$ cat src/rtl/gaussian_blur_5x5_renormalized_defines.svh
// Assertion macros for the blur block.
`ifndef GAUSSIAN_BLUR_5X5_RENORMALIZED_DEFINES_SVH
`define GAUSSIAN_BLUR_5X5_RENORMALIZED_DEFINES_SVH
`ifndef ASSERT_OFF
`define GBR_ASSERT(lbl, clk, rst, prop) \
  lbl: assert property (@(posedge clk) disable iff (rst) (prop)) \
    else $error("blur assertion failed");
`define GBR_ASSERT_NEXT(lbl, clk, rst, trig, prop) \
  lbl: assert property (@(posedge clk) disable iff (rst) (trig) |=> (prop)) \
    else $error("blur assertion failed");
`else
`define GBR_ASSERT(lbl, clk, rst, prop)
`define GBR_ASSERT_NEXT(lbl, clk, rst, trig, prop)
`endif
`endif

$ cat src/rtl/gbr_pkg.sv
package gbr_pkg;

  localparam int MAX_WIDTH_DEF = 2048;
  localparam int IMG_W_W       = 12;
  localparam int IMG_H_W       = 13;
  localparam int CNT_W         = 25;
  localparam int PIX_W         = 32;
  localparam int CHAN_W        = 8;
  localparam int LANES         = 4;
  localparam int WT_W          = 6;
  localparam int WSUM_W        = 8;
  localparam int ACC_W         = 16;
  localparam int DIV_STEPS     = 16;
  localparam int DIV_CNT_W     = 4;
  localparam int TAP_W         = 3;
  localparam int CFG_IDX_W     = 1;
  localparam int CFG_DATA_W    = 13;

  localparam logic [IMG_W_W-1:0] IMG_W_RESET   = IMG_W_W'(640);
  localparam logic [IMG_H_W-1:0] IMG_H_RESET   = IMG_H_W'(480);
  localparam logic [TAP_W-1:0]   TAP_LAST      = TAP_W'(4);
  localparam logic [WSUM_W-1:0]  CENTER_WEIGHT = WSUM_W'(49);

  localparam logic OP_PIXEL = 1'b0;
  localparam logic OP_DRAIN = 1'b1;

  typedef enum logic [CFG_IDX_W-1:0] {
    CFG_IMAGE_WIDTH  = 1'b0,
    CFG_IMAGE_HEIGHT = 1'b1
  } cfg_index_t;

  typedef enum logic [2:0] {
    ST_IDLE,
    ST_TAPS,
    ST_FLUSH,
    ST_DIVIDE,
    ST_DONE
  } gbr_state_t;

  typedef struct packed {
    logic clear;
    logic accumulate;
    logic div_step;
  } lane_ctl_t;

  function automatic logic [WT_W-1:0] kernel_weight(input logic [TAP_W-1:0] dy,
                                                     input logic [TAP_W-1:0] dx);
    logic [1:0] ky;
    logic [1:0] kx;
    logic [WT_W-1:0] wt;
    ky = (dy > TAP_W'(2)) ? 2'(TAP_W'(4) - dy) : dy[1:0];
    kx = (dx > TAP_W'(2)) ? 2'(TAP_W'(4) - dx) : dx[1:0];
    case ({ky, kx})
      4'b0000: wt = WT_W'(1);
      4'b0001: wt = WT_W'(4);
      4'b0010: wt = WT_W'(8);
      4'b0100: wt = WT_W'(4);
      4'b0101: wt = WT_W'(12);
      4'b0110: wt = WT_W'(15);
      4'b1000: wt = WT_W'(8);
      4'b1001: wt = WT_W'(25);
      4'b1010: wt = WT_W'(49);
      default: wt = '0;
    endcase
    return wt;
  endfunction

endpackage

$ cat src/rtl/gbr_merge.sv
module gbr_merge import gbr_pkg::*; (
  input  logic                         clk,
  input  logic                         rst,
  input  logic                         load,
  input  logic [LANES-1:0][CHAN_W-1:0] lane_q,
  input  logic                         last,
  output logic                         free,
  output logic                         res_valid,
  input  logic                         res_stall,
  output logic [PIX_W-1:0]             blurred_word,
  output logic                         frame_last
);

  assign free = !res_valid || !res_stall;

  always_ff @(posedge clk) begin
    if (rst) begin
      res_valid <= 1'b0;
    end else if (load) begin
      res_valid <= 1'b1;
    end else if (!res_stall) begin
      res_valid <= 1'b0;
    end
  end

  always_ff @(posedge clk) begin
    if (load) begin
      blurred_word <= lane_q;
      frame_last   <= last;
    end
  end

endmodule

$ cat config.mk
export PLATFORM = sky130hd
export DESIGN_NAME = gbr_merge
export DESIGN_NICKNAME = d
export VERILOG_FILES = /design/src/rtl/gaussian_blur_5x5_renormalized_defines.svh /design/src/rtl/gbr_pkg.sv /design/src/rtl/gbr_merge.sv
export SDC_FILE = /design/constraint.sdc
export NUM_CORES = 1
export LEC_CHECK = 0
export ABC_AREA = 1
export BUFFER_PORTS_ARGS = -buffer_cell sky130_fd_sc_hd__buf_2
export CAP_MARGIN = 10
export CORE_ASPECT_RATIO = 0.75
export CORE_MARGIN = 2
export CORE_UTILIZATION = 42
export DETAILED_ROUTE_END_ITERATION = 8
export PLACE_DENSITY = 0.79
export SLEW_MARGIN = 5
export SYNTH_ARGS = -nofsm -noshare
export SYNTH_HDL_FRONTEND = slang
export SYNTH_SLANG_ARGS = --single-unit
$ cat constraint.sdc
create_clock -name clk -period 0.8 [get_ports clk]
set_input_delay 0.08 -clock clk [delete_from_list [all_inputs] [get_ports clk]]
set_output_delay 0.08 -clock clk [all_outputs]
set_load 0.05 [all_outputs]
Word-level counts from Yosys, hierarchy flattened
Index checks and enable logic that the tools add are counted.

storage, ports and cells
  RAM bits = 0
  memories kept = 0
  output and inout port bits = 35
  register bits after elaboration = 34
  bits of input ports = 37
  bits in read-only memories = 0
  logic and storage cells = 9
  latch bits = 0

cells by class
  eq/ne operators = 1
  shifts and indexed selects = 0
  magnitude comparators = 0
  $mul = 0
  divide/modulo/power cells = 0
  add/sub/neg operators = 0
  bitwise logic cells = 0
  muxes and demuxes = 2
  reductions and logical operators = 3

operator list
  operator                              number
  1-bit logical NOT                     2
  1-bit 2-to-1 mux                      2
  2-bit != test, second input constant  1
  1-bit logical OR                      1

Depth between registers and ports, before layout
  word-level depth = 2
  gate-level depth with buffers = 2
  gate-level depth less buffers = 2

Worst setup path before layout
OpenSTA, ideal clock, no wires.

  kind = register to register
  from = register, netlist name res_valid
  to = register res_valid
  setup time = 0.067 ns
  buffers on the path = 0
  slack = -0.381 ns
  period minus slack after synthesis = 1.181 ns
  cell stages (with the launch flop) = 3
  arrival = 1.114 ns
  data required time = 0.733 ns
  cells stage by stage = dfxtp_1 nand2_2 a21oi_2

RTL lines
  element                 RTL line         text
  end signal: assignment  gbr_merge.sv:18  res_valid <= 1'b0;
  end signal: assignment  gbr_merge.sv:20  res_valid <= 1'b1;
  end signal: assignment  gbr_merge.sv:22  res_valid <= 1'b0;
  end: declaration        gbr_merge.sv:8   output logic res_valid,

Worst setup path in the final report
  from = register blurred_word[26]
  to = output port blurred_word[26]

RTL lines
  element                   RTL line         text
  start: declaration        gbr_merge.sv:10  output logic [PIX_W-1:0] blurred_word,
  start signal: assignment  gbr_merge.sv:28  blurred_word <= lane_q;

No word-level cell between the ends.

==> results.cfg <==
[clock_network]
post_cts_buffers = 0
bufs_on_longest_clock_path = 2
worstSkewPairLatency_ns = 0.32
clkTransAtPathRegs_ns = 0.10
cts_made_buffers = 5
clock-root-buffer = sky130_fd_sc_hd__clkbuf_4
numClockSinks = 34
htree_num_levels = 2
tritoncts = built

[timing]
report.final.setup_viol = 35
post_route_clock_skew_ns = 0
worst_max_slew_pin_slew_ns = 0.1361
final_max_slew_viol_count = 0
fmaxAchievable_mhz = 997.0
grt_setup_unrepaired = yes
hold_violations = 0
timing.max_slew.rel_slack_pct = 90.92
final.setup.worst_slack_ns = -0.2030
period_share_pct = 125.4
final_period_minus_worst_setup_slack_ns = 1.003

[global_route]
grt_antenna_before_repair = 0
grt.overflow.total = 0
first_global_vias = 921
grt_start_max_net_pins = 25
groute.usage.overall_pct = 24.11
grt_first_pass_wirelength_um = 4491

[placed_design]
portBuffers = 71
post-place-ws_ns = 0.08778
dp_hpwl_um = 1386
finalWeightedCongestion = 0.6002

[critical_path]
cp_num_buf_inv = 1
crit_end = blurred_word[26]
worst_case_register_to_register_setup_slack_ns = 0.20
crit_arrival_ns = 0.92
timing.setup.critical_path_class = reg -> out
end_kind = primary output
cp_num_cells = 1
r2r_end = res_valid
r2r_start = res_valid
cp_slowest_stage_delay_ns = 0.43
number_of_cells_traversed_by_the_worst_register_to_register_path = 2
crit_path_cell_trace = buf_6
crit_path_slowest_cell = sky130_fd_sc_hd__edfxtp_1
worst-path-max-fanout = 1
crit_start = blurred_word[26]
setup.worst_path.start_class = flip-flop
critical_path.top_delay_family = flip-flops
required_arrival_time_at_the_worst_endpoint_ns = 0.72

[synthesis]
synth_area_leaders = sky130_fd_sc_hd__edfxtp_1, sky130_fd_sc_hd__dfxtp_1, sky130_fd_sc_hd__a21oi_2
synth_largest_area_cell = sky130_fd_sc_hd__edfxtp_1
synthDistinctLibCells = 5
synth_area_per_cell_um2 = 27.83
yosys_warnings = 0
synth_largest_type_area_fraction_pct = 96.23
ys_seq_area_share_pct = 98.18
mappedNetlistArea_um2 = 1030
yosys_register_bits = 34
mappedNetlistNets = 74
syn-instance-count = 37

[drt]
detail_route.iter0.violations = 13
wl_um = 3137
wire_per_inst_um = 16.87
detailroute.via_count = 810
detail_route.vias_per_cell = 4.355
antenna_left = 0
drt_pre_antenna_iters = 4
residual_drc_count = 0

[power_and_ir_drop]
post-layout-total-power_w = 0.004129
leak_pwr_nw = 0.8891
power_density_nw_per_um2 = 1984
worst_ir_drop_vdd_v = 0.002052

[layout]
final_cell_mix = sky130_fd_sc_hd__buf_2, sky130_fd_sc_hd__dlygate4sd3_1, sky130_fd_sc_hd__edfxtp_1, sky130_fd_sc_hd__buf_6, sky130_fd_sc_hd__clkbuf_4
layout.cells.most_common = sky130_fd_sc_hd__buf_2
post_route_cells_drive_above_1_share_pct = 53.95
multiInputGateArea_um2 = 20.02
final_net_count = 188
n_fill_cell = 91
area_overhead_of_the_layout_relative_to_synthesis_pct = 102.1
ff_latch_area_um2 = 1015
antenna-diode-count = 0

[floorplan]
die-width_um = 61.18
core_area_um2 = 2308
num_io_pins = 72
die-height_um = 46.88
floorplan.initialDensity_pct = 44.61
design.die.area_um2 = 2868
rows = 15

[outcome]
status = finished with violations
violations = setup timing

[worst_hold_path]
min-delay-path-class = in -> reg

[job]
max-cap-violations = 0
[worst register-to-register path: stages (launching register included)]
cell,delay (ns)
sky130_fd_sc_hd__dfxtp_4,0.38
sky130_fd_sc_hd__nand2_4,0.06
sky130_fd_sc_hd__a21oi_2,0.10
[synthesized netlist by cell type]
library cell,n
sky130_fd_sc_hd__inv_1,1
sky130_fd_sc_hd__a21oi_2,1
sky130_fd_sc_hd__nand2_2,1
sky130_fd_sc_hd__dfxtp_1,1
sky130_fd_sc_hd__edfxtp_1,33
[sequential cells by signal (all words and copies together) (netlist names)]
name	count
blurred_word	32
frame_last	1
res_valid	1
[power by group]
part | switching (W) | internal [W] | leakage, nW | total (W)
clock | 0.000528 | 0.000330 | 0.0297 | 0.000858
sequential | 0.0000710 | 0.00211 | 0.332 | 0.00218
combinational | 0.000648 | 0.000444 | 0.528 | 0.00109
[worst min-delay path by stage]
stage                     startpoint   endpoint  slack [ns]  cells after the start
final                      res_stall  res_valid        0.02                      3
after global routing       res_stall  res_valid        0.02                      3
after CTS                  res_stall  res_valid       0.004                      3
after detailed placement         rst  res_valid        0.24                      2
after global placement           rst  res_valid        0.23                      2
after floorplan                  rst  res_valid        0.13                      1
[cell families (layout without fill, tap and decap cells)]
kind of cell	count (synthesis)	in the layout	synth area share (%)
AOI/OAI and AO/OA	1	1	0.8507
and+or+nand+nor	1	1	0.6079
DFF	34	34	98.18
buffers and inverters	1	116	0.3642
[routing by layer]
metal | vias up | GRT usage (%) | share of wire (%)
li1 | 374 | - | -
met1 | 384 | 24.82 | 34
met2 | 48 | 42.77 | 55
met3 | 4 | 13.22 | 11
met4 | 0 | 7.391 | 0.67
met5 | - | 0 | 0
[timing repair]
item	4_1_cts	5_1_grt
setup endpoints to repair	35	35
gates resized for setup	71	1
hold buffers	34	0
endpoints found under the hold margin	34	0
[metrics by stage]
step                      TNS [ns]  utilization, %  hold slack (ns)  area [um^2]  instances
final                       -5.641           90.14          0.02437         2081        186
after detailed placement         0           63.41           0.2357         1464        144
after global placement           0           63.41           0.2310         1464        144
after CTS                   -5.951           89.97         0.004354         2077        186
after global routing        -7.075           90.14          0.01629         2081        186
after floorplan                  0               -           0.1333         1039         37
[area by class of cell]
| cell class | instances | area share, % |
|---|---|---|
| multi-input combinational | 2 | 0.9621 |
| clock buffer | 6 | 1.984 |
| timing repair buffer | 107 | 45.64 |
| tap | 34 | 2.044 |
| inverter | 1 | 0.1804 |
| sequential | 34 | 48.77 |
| clock inverter | 2 | 0.4209 |
Note: power is estimated with default switching activity, not from simulation.
