==> src/rtl/gaussian_blur_5x5_renormalized_defines.svh <==
// Assertion macros for the blur block.
`ifndef GAUSSIAN_BLUR_5X5_RENORMALIZED_DEFINES_SVH
`define GAUSSIAN_BLUR_5X5_RENORMALIZED_DEFINES_SVH
`ifndef ASSERT_OFF
`define GBR_ASSERT(lbl, clk, rst, prop) \
  lbl: assert property (@(posedge clk) disable iff (rst) (prop)) \
    else $error("blur assertion failed");
`define GBR_ASSERT_NEXT(lbl, clk, rst, trig, prop) \
  lbl: assert property (@(posedge clk) disable iff (rst) (trig) |=> (prop)) \
    else $error("blur assertion failed");
`else
`define GBR_ASSERT(lbl, clk, rst, prop)
`define GBR_ASSERT_NEXT(lbl, clk, rst, trig, prop)
`endif
`endif

==> src/rtl/gbr_pkg.sv <==
package gbr_pkg;

  localparam int MAX_WIDTH_DEF = 2048;
  localparam int IMG_W_W       = 12;
  localparam int IMG_H_W       = 13;
  localparam int CNT_W         = 25;
  localparam int PIX_W         = 32;
  localparam int CHAN_W        = 8;
  localparam int LANES         = 4;
  localparam int WT_W          = 6;
  localparam int WSUM_W        = 8;
  localparam int ACC_W         = 16;
  localparam int DIV_STEPS     = 16;
  localparam int DIV_CNT_W     = 4;
  localparam int TAP_W         = 3;
  localparam int CFG_IDX_W     = 1;
  localparam int CFG_DATA_W    = 13;

  localparam logic [IMG_W_W-1:0] IMG_W_RESET   = IMG_W_W'(640);
  localparam logic [IMG_H_W-1:0] IMG_H_RESET   = IMG_H_W'(480);
  localparam logic [TAP_W-1:0]   TAP_LAST      = TAP_W'(4);
  localparam logic [WSUM_W-1:0]  CENTER_WEIGHT = WSUM_W'(49);

  localparam logic OP_PIXEL = 1'b0;
  localparam logic OP_DRAIN = 1'b1;

  typedef enum logic [CFG_IDX_W-1:0] {
    CFG_IMAGE_WIDTH  = 1'b0,
    CFG_IMAGE_HEIGHT = 1'b1
  } cfg_index_t;

  typedef enum logic [2:0] {
    ST_IDLE,
    ST_TAPS,
    ST_FLUSH,
    ST_DIVIDE,
    ST_DONE
  } gbr_state_t;

  typedef struct packed {
    logic clear;
    logic accumulate;
    logic div_step;
  } lane_ctl_t;

  function automatic logic [WT_W-1:0] kernel_weight(input logic [TAP_W-1:0] dy,
                                                     input logic [TAP_W-1:0] dx);
    logic [1:0] ky;
    logic [1:0] kx;
    logic [WT_W-1:0] wt;
    ky = (dy > TAP_W'(2)) ? 2'(TAP_W'(4) - dy) : dy[1:0];
    kx = (dx > TAP_W'(2)) ? 2'(TAP_W'(4) - dx) : dx[1:0];
    case ({ky, kx})
      4'b0000: wt = WT_W'(1);
      4'b0001: wt = WT_W'(4);
      4'b0010: wt = WT_W'(8);
      4'b0100: wt = WT_W'(4);
      4'b0101: wt = WT_W'(12);
      4'b0110: wt = WT_W'(15);
      4'b1000: wt = WT_W'(8);
      4'b1001: wt = WT_W'(25);
      4'b1010: wt = WT_W'(49);
      default: wt = '0;
    endcase
    return wt;
  endfunction

endpackage

==> src/rtl/gbr_lane.sv <==
module gbr_lane import gbr_pkg::*; (
  input  logic              clk,
  input  lane_ctl_t         ctl,
  input  logic [WT_W-1:0]   weight,
  input  logic [CHAN_W-1:0] sample,
  input  logic [WSUM_W-1:0] wsum,
  output logic [CHAN_W-1:0] quotient
);

  logic [ACC_W-1:0]  acc;
  logic [WSUM_W-1:0] rem;
  logic [WSUM_W:0]   trial;
  logic [ACC_W-1:0]  product;

  assign product  = ACC_W'(weight) * ACC_W'(sample);
  assign trial    = {rem, acc[ACC_W-1]};
  assign quotient = acc[CHAN_W-1:0];

  always_ff @(posedge clk) begin
    if (ctl.clear) begin
      acc <= '0;
      rem <= '0;
    end else if (ctl.accumulate) begin
      acc <= acc + product;
    end else if (ctl.div_step) begin
      if (trial >= {1'b0, wsum}) begin
        rem <= WSUM_W'(trial - {1'b0, wsum});
        acc <= {acc[ACC_W-2:0], 1'b1};
      end else begin
        rem <= trial[WSUM_W-1:0];
        acc <= {acc[ACC_W-2:0], 1'b0};
      end
    end
  end

endmodule

==> config.mk <==
export PLATFORM = sky130hd
export DESIGN_NAME = gbr_lane
export DESIGN_NICKNAME = d
export VERILOG_FILES = /design/src/rtl/gaussian_blur_5x5_renormalized_defines.svh /design/src/rtl/gbr_pkg.sv /design/src/rtl/gbr_lane.sv
export SDC_FILE = /design/constraint.sdc
export NUM_CORES = 1
export LEC_CHECK = 0
export BUFFER_PORTS_ARGS = -buffer_cell sky130_fd_sc_hd__buf_4
export CAP_MARGIN = 20
export CORE_ASPECT_RATIO = 1.1
export CORE_MARGIN = 1.5
export CORE_UTILIZATION = 55
export DETAILED_ROUTE_END_ITERATION = 12
export PLACE_DENSITY = 0.74
export SETUP_SLACK_MARGIN = 0.3
export SKIP_LAST_GASP = 1
export SLEW_MARGIN = 20
export SYNTH_ARGS = -nofsm -noshare
export SYNTH_HDL_FRONTEND = slang
export SYNTH_SLANG_ARGS = --single-unit
==> constraint.sdc <==
create_clock -name clk -period 7.2 [get_ports clk]
set_input_delay 0.36 -clock clk [delete_from_list [all_inputs] [get_ports clk]]
set_output_delay 0.36 -clock clk [all_outputs]
set_load 0.02 [all_outputs]
=== Yosys cells after proc, flatten, opt, wreduce, memory -nomap -nowiden ===
Index checks and enable logic that the tools add are counted.

* Word-level logic and storage cells: 13
* Input port bits: 26
* Flip-flop bits (word level): 24
* Output and inout port bits: 8

* Add/subtract/negate cells: 2
* Reduce and logical (&&, ||, !) cells: 2
* $lt $le $gt $ge: 1
* Multipliers: 1
* Bitwise gates (word level): 1
* Multiplexer cells: 4

{| class="wikitable"
|+ Operator list
! cell !! count
|-
| 16-bit two-way mux || 2
|-
| 16-bit by 14-bit adder with 16-bit output || 1
|-
| 6-bit by 8-bit multiplier with 14-bit output || 1
|-
| 9-bit by 8-bit >= comparator with 1-bit output || 1
|-
| 8-bit two-way mux || 1
|-
| 8-bit subtractor || 1
|-
| 2-bit AND reduction || 1
|-
| 2-bit nonzero test || 1
|-
| 1-bit two-way mux || 1
|-
| 1-bit inverter || 1
|}

=== Longest topological paths before layout ===
Gate-level depths: netlist of run 1.

* Word-level depth: 4
* Mapped depth: 15
* Depth with buffers taken out: 15

=== Worst setup path after synthesis of run 1 ===
Ideal clock, no wire load.

* Path type: input port to flip-flop
* From: input sample[3]
* To: register acc[15]
* Buffers on the path: 0
* Data arrival time: 4.040 ns
* Setup time: 0.103 ns
* Slack: 3.057 ns
* Stages on the path: 13
* Data required time: 7.097 ns
* Path through: and2_1 fa_1 fa_1 fa_1 inv_1 fa_1 inv_1 ha_1 a21o_1 a211oi_1 o221a_2 o21ai_0 a2111oi_2

* Longest elaborated chain between the ends: 3

{| class="wikitable"
|+ Ends and longest elaborated chain
! element !! line !! text
|-
| start: declaration || gbr_lane.sv:5 || <nowiki>input logic [CHAN_W-1:0] sample,</nowiki>
|-
| 6-bit by 8-bit multiplier with 14-bit output || gbr_lane.sv:15 || <nowiki>assign product = ACC_W'(weight) * ACC_W'(sample);</nowiki>
|-
| 16-bit by 14-bit adder with 16-bit output || gbr_lane.sv:24 || <nowiki>acc <= acc + product;</nowiki>
|-
| 16-bit two-way mux || gbr_lane.sv:23 || <nowiki>end else if (ctl.accumulate) begin</nowiki>
|-
| end signal: assignment || gbr_lane.sv:24 ||
|-
| end signal: assignment || gbr_lane.sv:28 || <nowiki>acc <= {acc[ACC_W-2:0], 1'b1};</nowiki>
|-
| end signal: assignment || gbr_lane.sv:31 || <nowiki>acc <= {acc[ACC_W-2:0], 1'b0};</nowiki>
|-
| end: declaration || gbr_lane.sv:10 || <nowiki>logic [ACC_W-1:0] acc;</nowiki>
|}

No other way between the ends.
A chain may end at the register's enable or synchronous reset.

=== Final worst setup path of run 1 ===
* From: input weight[5]
* To: register acc[15]

* Longest elaborated chain between the ends: 3

{| class="wikitable"
|+ Ends and longest elaborated chain
! element !! line !! text
|-
| start: declaration || gbr_lane.sv:4 || <nowiki>input logic [WT_W-1:0] weight,</nowiki>
|-
| 6-bit by 8-bit multiplier with 14-bit output || gbr_lane.sv:15 ||
|-
| 16-bit by 14-bit adder with 16-bit output || gbr_lane.sv:24 ||
|-
| 16-bit two-way mux || gbr_lane.sv:23 ||
|}

No other way between the ends.

==> impl_table.tex, run 1 <==
\begin{tabular}{lr}
\hline
Metric & Value \\
\hline
\multicolumn{2}{l}{\textbf{Synthesis}} \\
Post-synth EDFFs & 0 \\
Netlist area before placement & 0.003712 mm2 \\
Unique cell type count in the Yosys netlist & 56 \\
Sequential element share of the synthesized area & 0.1294 \\
Fraction of registers with async set/reset & 0 \\
Syn Area/Cell & 8.159 um2 \\
Commonest register cell after synthesis & sky130\_fd\_sc\_hd\_\_dfxtp\_1 \\
Yosys warnings & 0 \\
FF+latch count, synth & 24 \\
Synthesized instance count & 455 \\
Syn nets & 557 \\
\multicolumn{2}{l}{\textbf{Routing}} \\
Detailed-route via count & 3110 \\
Total length of routed wires & 7856 um \\
Number of optimization iterations in the first detailed-route pass & 6 \\
DRC errors left & 0 \\
Antenna-violating nets left & 0 \\
Via/cell ratio & 5.634 \\
First DRT Iteration DRCs & 148 \\
DR WL/cell & 14.23 um \\
\multicolumn{2}{l}{\textbf{Worst setup path}} \\
Worst EP arrival & 4.44 ns \\
Crit-path max FO & 8 \\
Kind of start point of the critical path & input port \\
Critical setup path kind & in2reg \\
Critical path required time & 7.37 ns \\
Sort of element at the end of the critical path & register \\
\multicolumn{2}{l}{\textbf{Placed design}} \\
Final weighted congestion in routability-driven placement & 0.8691 \\
Dpl cells & 548 \\
Instance area at placement & 0.003938 mm2 \\
Post-detailed-placement half-perimeter wirelength & 6269 um \\
Count of input and output buffers & 33 \\
\multicolumn{2}{l}{\textbf{Power}} \\
Clock network fraction of design power & 0.115 \\
Net load switching power & 0.5240 mW \\
Pwr dens & 265.3 mW/mm2 \\
Design internal power & 0.5396 mW \\
Leakage power summed over all cells & 2.018 nW \\
Worst vdd rail ir drop & 179.7 uV \\
Sequential power share & 0.175 \\
Share of power burned in combinational logic & 0.711 \\
Sw Ratio & 0.4927 \\
Power after layout & 1.064 mW \\
\multicolumn{2}{l}{\textbf{Global route}} \\
Global-route wire length before repair & 12810 um \\
Aggregate global-route resource usage & 0.2251 \\
GRT overflow & 0 \\
Maximum number of pins on one net before global-route repair & 28 \\
Via count of the first global-routing pass & 2961 \\
Initial antenna violation count & 0 \\
\multicolumn{2}{l}{\textbf{Cells and area}} \\
Commonest non-fill, non-tap cells in the layout & sky130\_fd\_sc\_hd\_\_inv\_1, sky130\_fd\_sc\_hd\_\_and2\_1, sky130\_fd\_sc\_hd\_\_ha\_1 \\
Diode count & 0 \\
Post-route cell area & 0.004009 mm2 \\
Multi-input logic area & 0.002810 mm2 \\
FILL cells & 594 \\
Fraction of layout instances using a drive strength above 1 & 0.1000 \\
Final net count & 573 \\
Non-filler cells in the finished layout & 552 \\
Sequential cell area & 480.5 um2 \\
Area growth, synth to finish & 7.988\% \\
Leading cell type in the layout, fill and taps excluded & sky130\_fd\_sc\_hd\_\_inv\_1 \\
\multicolumn{2}{l}{\textbf{Timing}} \\
Final number of hold-violating endpoints & 0 \\
Transition time of the tightest slew-check pin & 0.9216 ns \\
Setup TNS after final layout & 0 ns \\
Total count of max-transition violations in the final report & 0 \\
Max Fclk & 234.4 MHz \\
Worst slew margin relative to its limit & 0.3844 \\
Period Utilization, post-route & 0.5925 \\
Setup repair after global routing missed its margin & no \\
Fin Clk Skew & 0.008507 ns \\
Shortest clock period the worst path allows after layout & 4.266 ns \\
Endpoints failing setup & 0 \\
\multicolumn{2}{l}{\textbf{Clock tree}} \\
Number of sinks handled by clock tree synthesis & 24 \\
Longest Clk Path Bufs & 2 \\
Clk\_lat worst skew & 0.27 ns \\
Root buffer cell & sky130\_fd\_sc\_hd\_\_clkbuf\_8 \\
TritonCTS Buffers & 3 \\
Count of hold buffers inserted by post-cts repair & 0 \\
Clock transition at the registers of the reported paths & 0.10 ns \\
CTS resizes & 0 \\
H-tree Lvls & 1 \\
\# Post-CTS Setup Buffers & 0 \\
CTS tree & done \\
\multicolumn{2}{l}{\textbf{Floorplan}} \\
Site Rows & 31 \\
Placeable Area & 0.006555 mm2 \\
Die X & 81.33 um \\
IO Count & 34 \\
Effective utilization at floorplan & 0.5663 \\
Vertical die dimension & 89.17 um \\
Area enclosed by the die boundary & 0.007252 mm2 \\
\multicolumn{2}{l}{\textbf{Outcome}} \\
Result of the run & complete, no violations \\
\multicolumn{2}{l}{\textbf{Run}} \\
Reported max-cap violation count & 0 \\
\multicolumn{2}{l}{\textbf{Min path}} \\
Path type of the worst min-delay path & in2reg \\
\hline
\end{tabular}
[Yosys cell counts (10+ instances only)]
library cell,instances,area share
sky130_fd_sc_hd__inv_1,78,0.079
sky130_fd_sc_hd__and2_1,39,0.066
sky130_fd_sc_hd__ha_1,39,0.13
sky130_fd_sc_hd__fa_1,37,0.20
sky130_fd_sc_hd__nand2_1,36,0.036
sky130_fd_sc_hd__nor2_1,27,0.027
sky130_fd_sc_hd__dfxtp_1,24,0.13
sky130_fd_sc_hd__a21oi_1,22,0.030
sky130_fd_sc_hd__o21ai_0,18,0.024
sky130_fd_sc_hd__mux2i_1,13,0.035
sky130_fd_sc_hd__a211oi_1,11,0.022
sky130_fd_sc_hd__nor3_1,10,0.013
[worst max-delay path, stage by stage]
cell and delay (ns):
sky130_fd_sc_hd__buf_4 0.15, sky130_fd_sc_hd__and2_1 0.16, sky130_fd_sc_hd__fa_1 0.51, sky130_fd_sc_hd__fa_1 0.52
sky130_fd_sc_hd__fa_1 0.54, sky130_fd_sc_hd__inv_1 0.06, sky130_fd_sc_hd__fa_1 0.51, sky130_fd_sc_hd__inv_1 0.04
sky130_fd_sc_hd__ha_1 0.37, sky130_fd_sc_hd__a21o_1 0.21, sky130_fd_sc_hd__a211oi_1 0.35, sky130_fd_sc_hd__o221a_2 0.26
sky130_fd_sc_hd__o21ai_0 0.10, sky130_fd_sc_hd__a2111oi_2 0.30
[through the flow]
stage          setup WS [ns]  utilization  hold WS (ns)
4_1_cts                2.959       0.6116        0.4357
6_report               2.934       0.6116        0.4494
5_1_grt                2.646       0.6116        0.4432
3_5_place_dp           2.677       0.6007        0.5044
3_3_place_gp           2.734       0.6007        0.4948
2_1_floorplan          3.057            -        0.4691
[sequential cells by signal (all words and copies together) (netlist names)]
signal and flops:
rem 8, acc 16
[cells by family (layout without fill, tap and decap cells)]
family | Yosys count | count (layout) | synth area share
mux | 13 | 13 | 0.03505
buf+inv | 101 | 116 | 0.1136
simple gates | 134 | 134 | 0.1823
fa+ha+maj | 76 | 76 | 0.3310
xor+xnor | 9 | 9 | 0.02123
compound gates | 98 | 98 | 0.1874
flops | 24 | 24 | 0.1294
[power by group through the flow]
| stage | combinational (mW) | clock (mW) | sequential, mW |
|---|---|---|---|
| floorplan | 0.598 | 0 | 0.180 |
| global placement | 0.729 | 0 | 0.188 |
| detailed placement | 0.749 | 0 | 0.188 |
| CTS | 0.752 | 0.125 | 0.186 |
| global route | 0.864 | 0.130 | 0.189 |
| finish | 0.756 | 0.122 | 0.186 |
[final cells by class]
cell class	count	share of cell area
multi-input cells	330	0.7010
flip-flops and latches	24	0.1199
inverters	79	0.07397
clock inverters	1	0.007491
well taps	82	0.02559
repair buffers	33	0.06180
clock buffers	3	0.01030
[metal layers]
metal | up-vias | global-route usage | share of wire
met5 | - | 0 | 0
met4 | 0 | 0.05486 | 0.018
met3 | 10 | 0.03265 | 0.040
met2 | 65 | 0.3877 | 0.49
met1 | 1487 | 0.2963 | 0.46
li1 | 1548 | - | -
[path summary, 6_finish.rpt]
| check | start | to | slack [ns] | cells after the start |
|---|---|---|---|---|
| max reg2reg | acc[3] | acc[15] | 4.42 | 9 |
| max | weight[5] | acc[15] | 2.93 | 14 |
| min reg2reg | rem[5] | rem[6] | 0.52 | 2 |
| min | ctl[2] | acc[1] | 0.45 | 2 |
(Power assumes the default switching activity.)
==> inputs of run 2 (changes only) <==
==> constraint.sdc (replaced) <==
create_clock -name clk -period 4.14 [get_ports clk]
set_input_delay 0.207 -clock clk [delete_from_list [all_inputs] [get_ports clk]]
set_output_delay 0.207 -clock clk [all_outputs]
set_load 0.02 [all_outputs]
==> impl_table.tex, run 2 (synthesized netlist as in run 1, its figures left out) <==
\begin{tabular}{lr}
\hline
Metric & Value \\
\hline
\multicolumn{2}{l}{\textbf{Cells and area}} \\
Leading cell type in the layout, fill and taps excluded & sky130\_fd\_sc\_hd\_\_inv\_1 (unchanged) \\
Biggest regs & acc (16), rem (8) (unchanged) \\
Fraction of layout instances using a drive strength above 1 & 0.1762 (was 0.1000) \\
Sequential cell area & 480.5 um2 (unchanged) \\
Diode count & 0 (unchanged) \\
FILL cells & 559 (was 594) \\
Final net count & 591 (was 573) \\
Commonest non-fill, non-tap cells in the layout & sky130\_fd\_sc\_hd\_\_inv\_1, sky130\_fd\_sc\_hd\_\_buf\_4, sky130\_fd\_sc\_hd\_\_and2\_1, sky130\_fd\_sc\_hd\_\_fa\_1, sky130\_fd\_sc\_hd\_\_nand2\_1 (was sky130\_fd\_sc\_hd\_\_inv\_1, sky130\_fd\_sc\_hd\_\_and2\_1, sky130\_fd\_sc\_hd\_\_ha\_1) \\
Multi-input logic area & 0.002948 mm2 (was 0.002810 mm2) \\
Post-route cell area & 0.004285 mm2 (was 0.004009 mm2) \\
Max FFs per register & 16 (unchanged) \\
Post-route core utilization & 0.6538 (was 0.6116) \\
Register with the highest flop count & acc (unchanged) \\
Area growth, synth to finish & 15.44\% (was 7.988\%) \\
\multicolumn{2}{l}{\textbf{Run}} \\
Reported max-cap violation count & 0 (unchanged) \\
\multicolumn{2}{l}{\textbf{Timing}} \\
Endpoints failing setup & 0 (unchanged) \\
Final number of hold-violating endpoints & 0 (unchanged) \\
Final worst slack & 0.3648 ns (was 2.934 ns) \\
Smallest hold slack & 0.2839 ns (was 0.4494 ns) \\
Period Utilization, post-route & 0.9119 \\
Fin Clk Skew & 0.01451 ns (was 0.008507 ns) \\
Transition time of the tightest slew-check pin & 0.9162 ns (was 0.9216 ns) \\
Max Fclk & 264.9 MHz \\
Worst slew margin relative to its limit & 0.3880 (was 0.3844) \\
Setup repair after global routing missed its margin & no (unchanged) \\
Total count of max-transition violations in the final report & 0 (unchanged) \\
Shortest clock period the worst path allows after layout & 3.775 ns \\
\multicolumn{2}{l}{\textbf{Clock tree}} \\
Clk\_lat worst skew & 0.29 ns (was 0.27 ns) \\
Number of sinks handled by clock tree synthesis & 24 (unchanged) \\
Longest Clk Path Bufs & 2 (unchanged) \\
Clock transition at the registers of the reported paths & 0.11 ns (was 0.10 ns) \\
H-tree Lvls & 1 (unchanged) \\
CTS tree & done (unchanged) \\
Root buffer cell & sky130\_fd\_sc\_hd\_\_clkbuf\_8 (unchanged) \\
Count of hold buffers inserted by post-cts repair & 0 (unchanged) \\
TritonCTS Buffers & 3 (unchanged) \\
\multicolumn{2}{l}{\textbf{Worst setup path}} \\
Sort of element at the end of the critical path & register (unchanged) \\
Crit-path max FO & 5 (was 8) \\
Worst reg2reg startpoint & acc[11] (was acc[3]) \\
Ordered list of cells on the worst path & buf\_4, buf\_4, and2\_1, fa\_1, ha\_1, inv\_1, fa\_1, fa\_1, inv\_1, ha\_1, o21ai\_0, o21ai\_1, a21boi\_1, buf\_4, a2111oi\_2 (was buf\_4, and2\_1, fa\_1, fa\_1, fa\_1, inv\_1, fa\_1, inv\_1, ha\_1, a21o\_1, a211oi\_1, o221a\_2, o21ai\_0, a2111oi\_2) \\
Cell type group with the largest total delay on the critical path & adder cells (unchanged) \\
Worst path slowest cell & sky130\_fd\_sc\_hd\_\_fa\_1 (unchanged) \\
Worst-case reg-to-reg path depth & 9 (unchanged) \\
Critical setup path kind & in2reg (unchanged) \\
Maximum cell stage delay along the critical path & 0.52 ns (was 0.54 ns) \\
Cell count along the critical path & 15 (was 14) \\
Worst EP arrival & 3.94 ns (was 4.44 ns) \\
Kind of start point of the critical path & input port (unchanged) \\
CP Capture Point & acc[8] (was acc[15]) \\
Number of buffer and inverter instances along the worst setup path & 5 (was 3) \\
Worst R2R End & acc[15] (unchanged) \\
Critical path required time & 4.30 ns (was 7.37 ns) \\
Slack of the worst reg-to-reg path & 1.41 ns (was 4.42 ns) \\
Startpoint of the most critical setup path & weight[2] (was weight[5]) \\
\multicolumn{2}{l}{\textbf{Global route}} \\
Initial antenna violation count & 0 (unchanged) \\
Maximum number of pins on one net before global-route repair & 28 (unchanged) \\
GRT overflow & 0 (unchanged) \\
Aggregate global-route resource usage & 0.2291 (was 0.2251) \\
Met1 demand-to-capacity share in global routing & 0.3225 (was 0.2963) \\
Global-route track usage on met3 & 0.02959 (was 0.03265) \\
Global routing's busiest layer & met2 (unchanged) \\
Global-route track usage on met2 & 0.3884 (was 0.3877) \\
Via count of the first global-routing pass & 2840 (was 2961) \\
Global-route wire length before repair & 13080 um (was 12810 um) \\
\multicolumn{2}{l}{\textbf{Power}} \\
Worst vdd rail ir drop & 352.1 uV (was 179.7 uV) \\
Pwr dens & 546.4 mW/mm2 (was 265.3 mW/mm2) \\
Leakage power summed over all cells & 2.122 nW (was 2.018 nW) \\
\multicolumn{2}{l}{\textbf{Floorplan}} \\
Die X & 81.33 um (unchanged) \\
Area enclosed by the die boundary & 0.007252 mm2 (unchanged) \\
Placeable Area & 0.006555 mm2 (unchanged) \\
IO Count & 34 (unchanged) \\
Vertical die dimension & 89.17 um (unchanged) \\
Effective utilization at floorplan & 0.5663 (unchanged) \\
Site Rows & 31 (unchanged) \\
\multicolumn{2}{l}{\textbf{Routing}} \\
DRC errors left & 0 (unchanged) \\
Antenna-violating nets left & 0 (unchanged) \\
Via/cell ratio & 5.689 (was 5.634) \\
Number of optimization iterations in the first detailed-route pass & 4 (was 6) \\
Total length of routed wires & 8707 um (was 7856 um) \\
Detailed-route via count & 3243 (was 3110) \\
First DRT Iteration DRCs & 137 (was 148) \\
DR WL/cell & 15.28 um (was 14.23 um) \\
\multicolumn{2}{l}{\textbf{Placed design}} \\
Post-detailed-placement half-perimeter wirelength & 6545 um (was 6269 um) \\
Instance area at placement & 0.004053 mm2 (was 0.003938 mm2) \\
Final weighted congestion in routability-driven placement & 0.8168 (was 0.8691) \\
Setup Slack @ Placement & -0.08694 ns (was 2.677 ns) \\
Count of input and output buffers & 33 (unchanged) \\
\multicolumn{2}{l}{\textbf{Min path}} \\
Path type of the worst min-delay path & in2reg (unchanged) \\
Number of cells on the worst hold path & 2 (unchanged) \\
\multicolumn{2}{l}{\textbf{Outcome}} \\
Result of the run & complete, no violations (unchanged) \\
\hline
\end{tabular}
## run 2: repair_timing
item	in CTS	in global routing
hold endpoints to repair	0	0
setup buffers	0	5
pin swaps	3	23
gates resized for setup	3	29
endpoints found under the setup margin	5	7
## run 2: how the worst min path moves through the flow
| stage | to | slack [ns] | start |
|---|---|---|---|
| 2_1_floorplan | acc[14] | 0.42 | ctl[2] |
| 3_3_place_gp | rem[5] | 0.49 | rem[4] |
| 3_5_place_dp | rem[0] | 0.50 | acc[15] |
| 4_1_cts | acc[1] | 0.27 | ctl[2] |
| 5_1_grt | acc[2] | 0.29 | ctl[2] |
| 6_report | acc[1] | 0.28 | ctl[2] |
## run 2: power breakdown
part	internal [mW]	switching (mW)	leakage, nW
sequential	0.283	0.0403	0.198
clock	0.130	0.0923	0.0357
combinational	0.814	0.982	1.89
## run 2: layout make-up
cell class / count / share of cell area
Sequential cell: 24 / 0.1121
Tap cell: 82 / 0.02394
Multi-Input combinational cell: 330 / 0.6879
Clock inverter: 1 / 0.007007
Inverter: 79 / 0.06920
Timing Repair Buffer: 51 / 0.09022
Clock buffer: 3 / 0.009635
## run 2: layer usage
metal / up-vias / share of wire
li1: 1585 / -
met1: 1563 / 0.44
met5: - / 0
met4: 0 / 0.012
met3: 17 / 0.040
met2: 78 / 0.51
## run 2: stage by stage
step | cells | total power [mW] | setup TNS, ns
5_1_grt | 570 | 2.533 | 0
2_1_floorplan | 455 | 1.395 | 0
3_5_place_dp | 561 | 1.767 | -0.1771
3_3_place_gp | 561 | 1.734 | -0.04119
6_report | 570 | 2.341 | 0
4_1_cts | 565 | 1.997 | 0
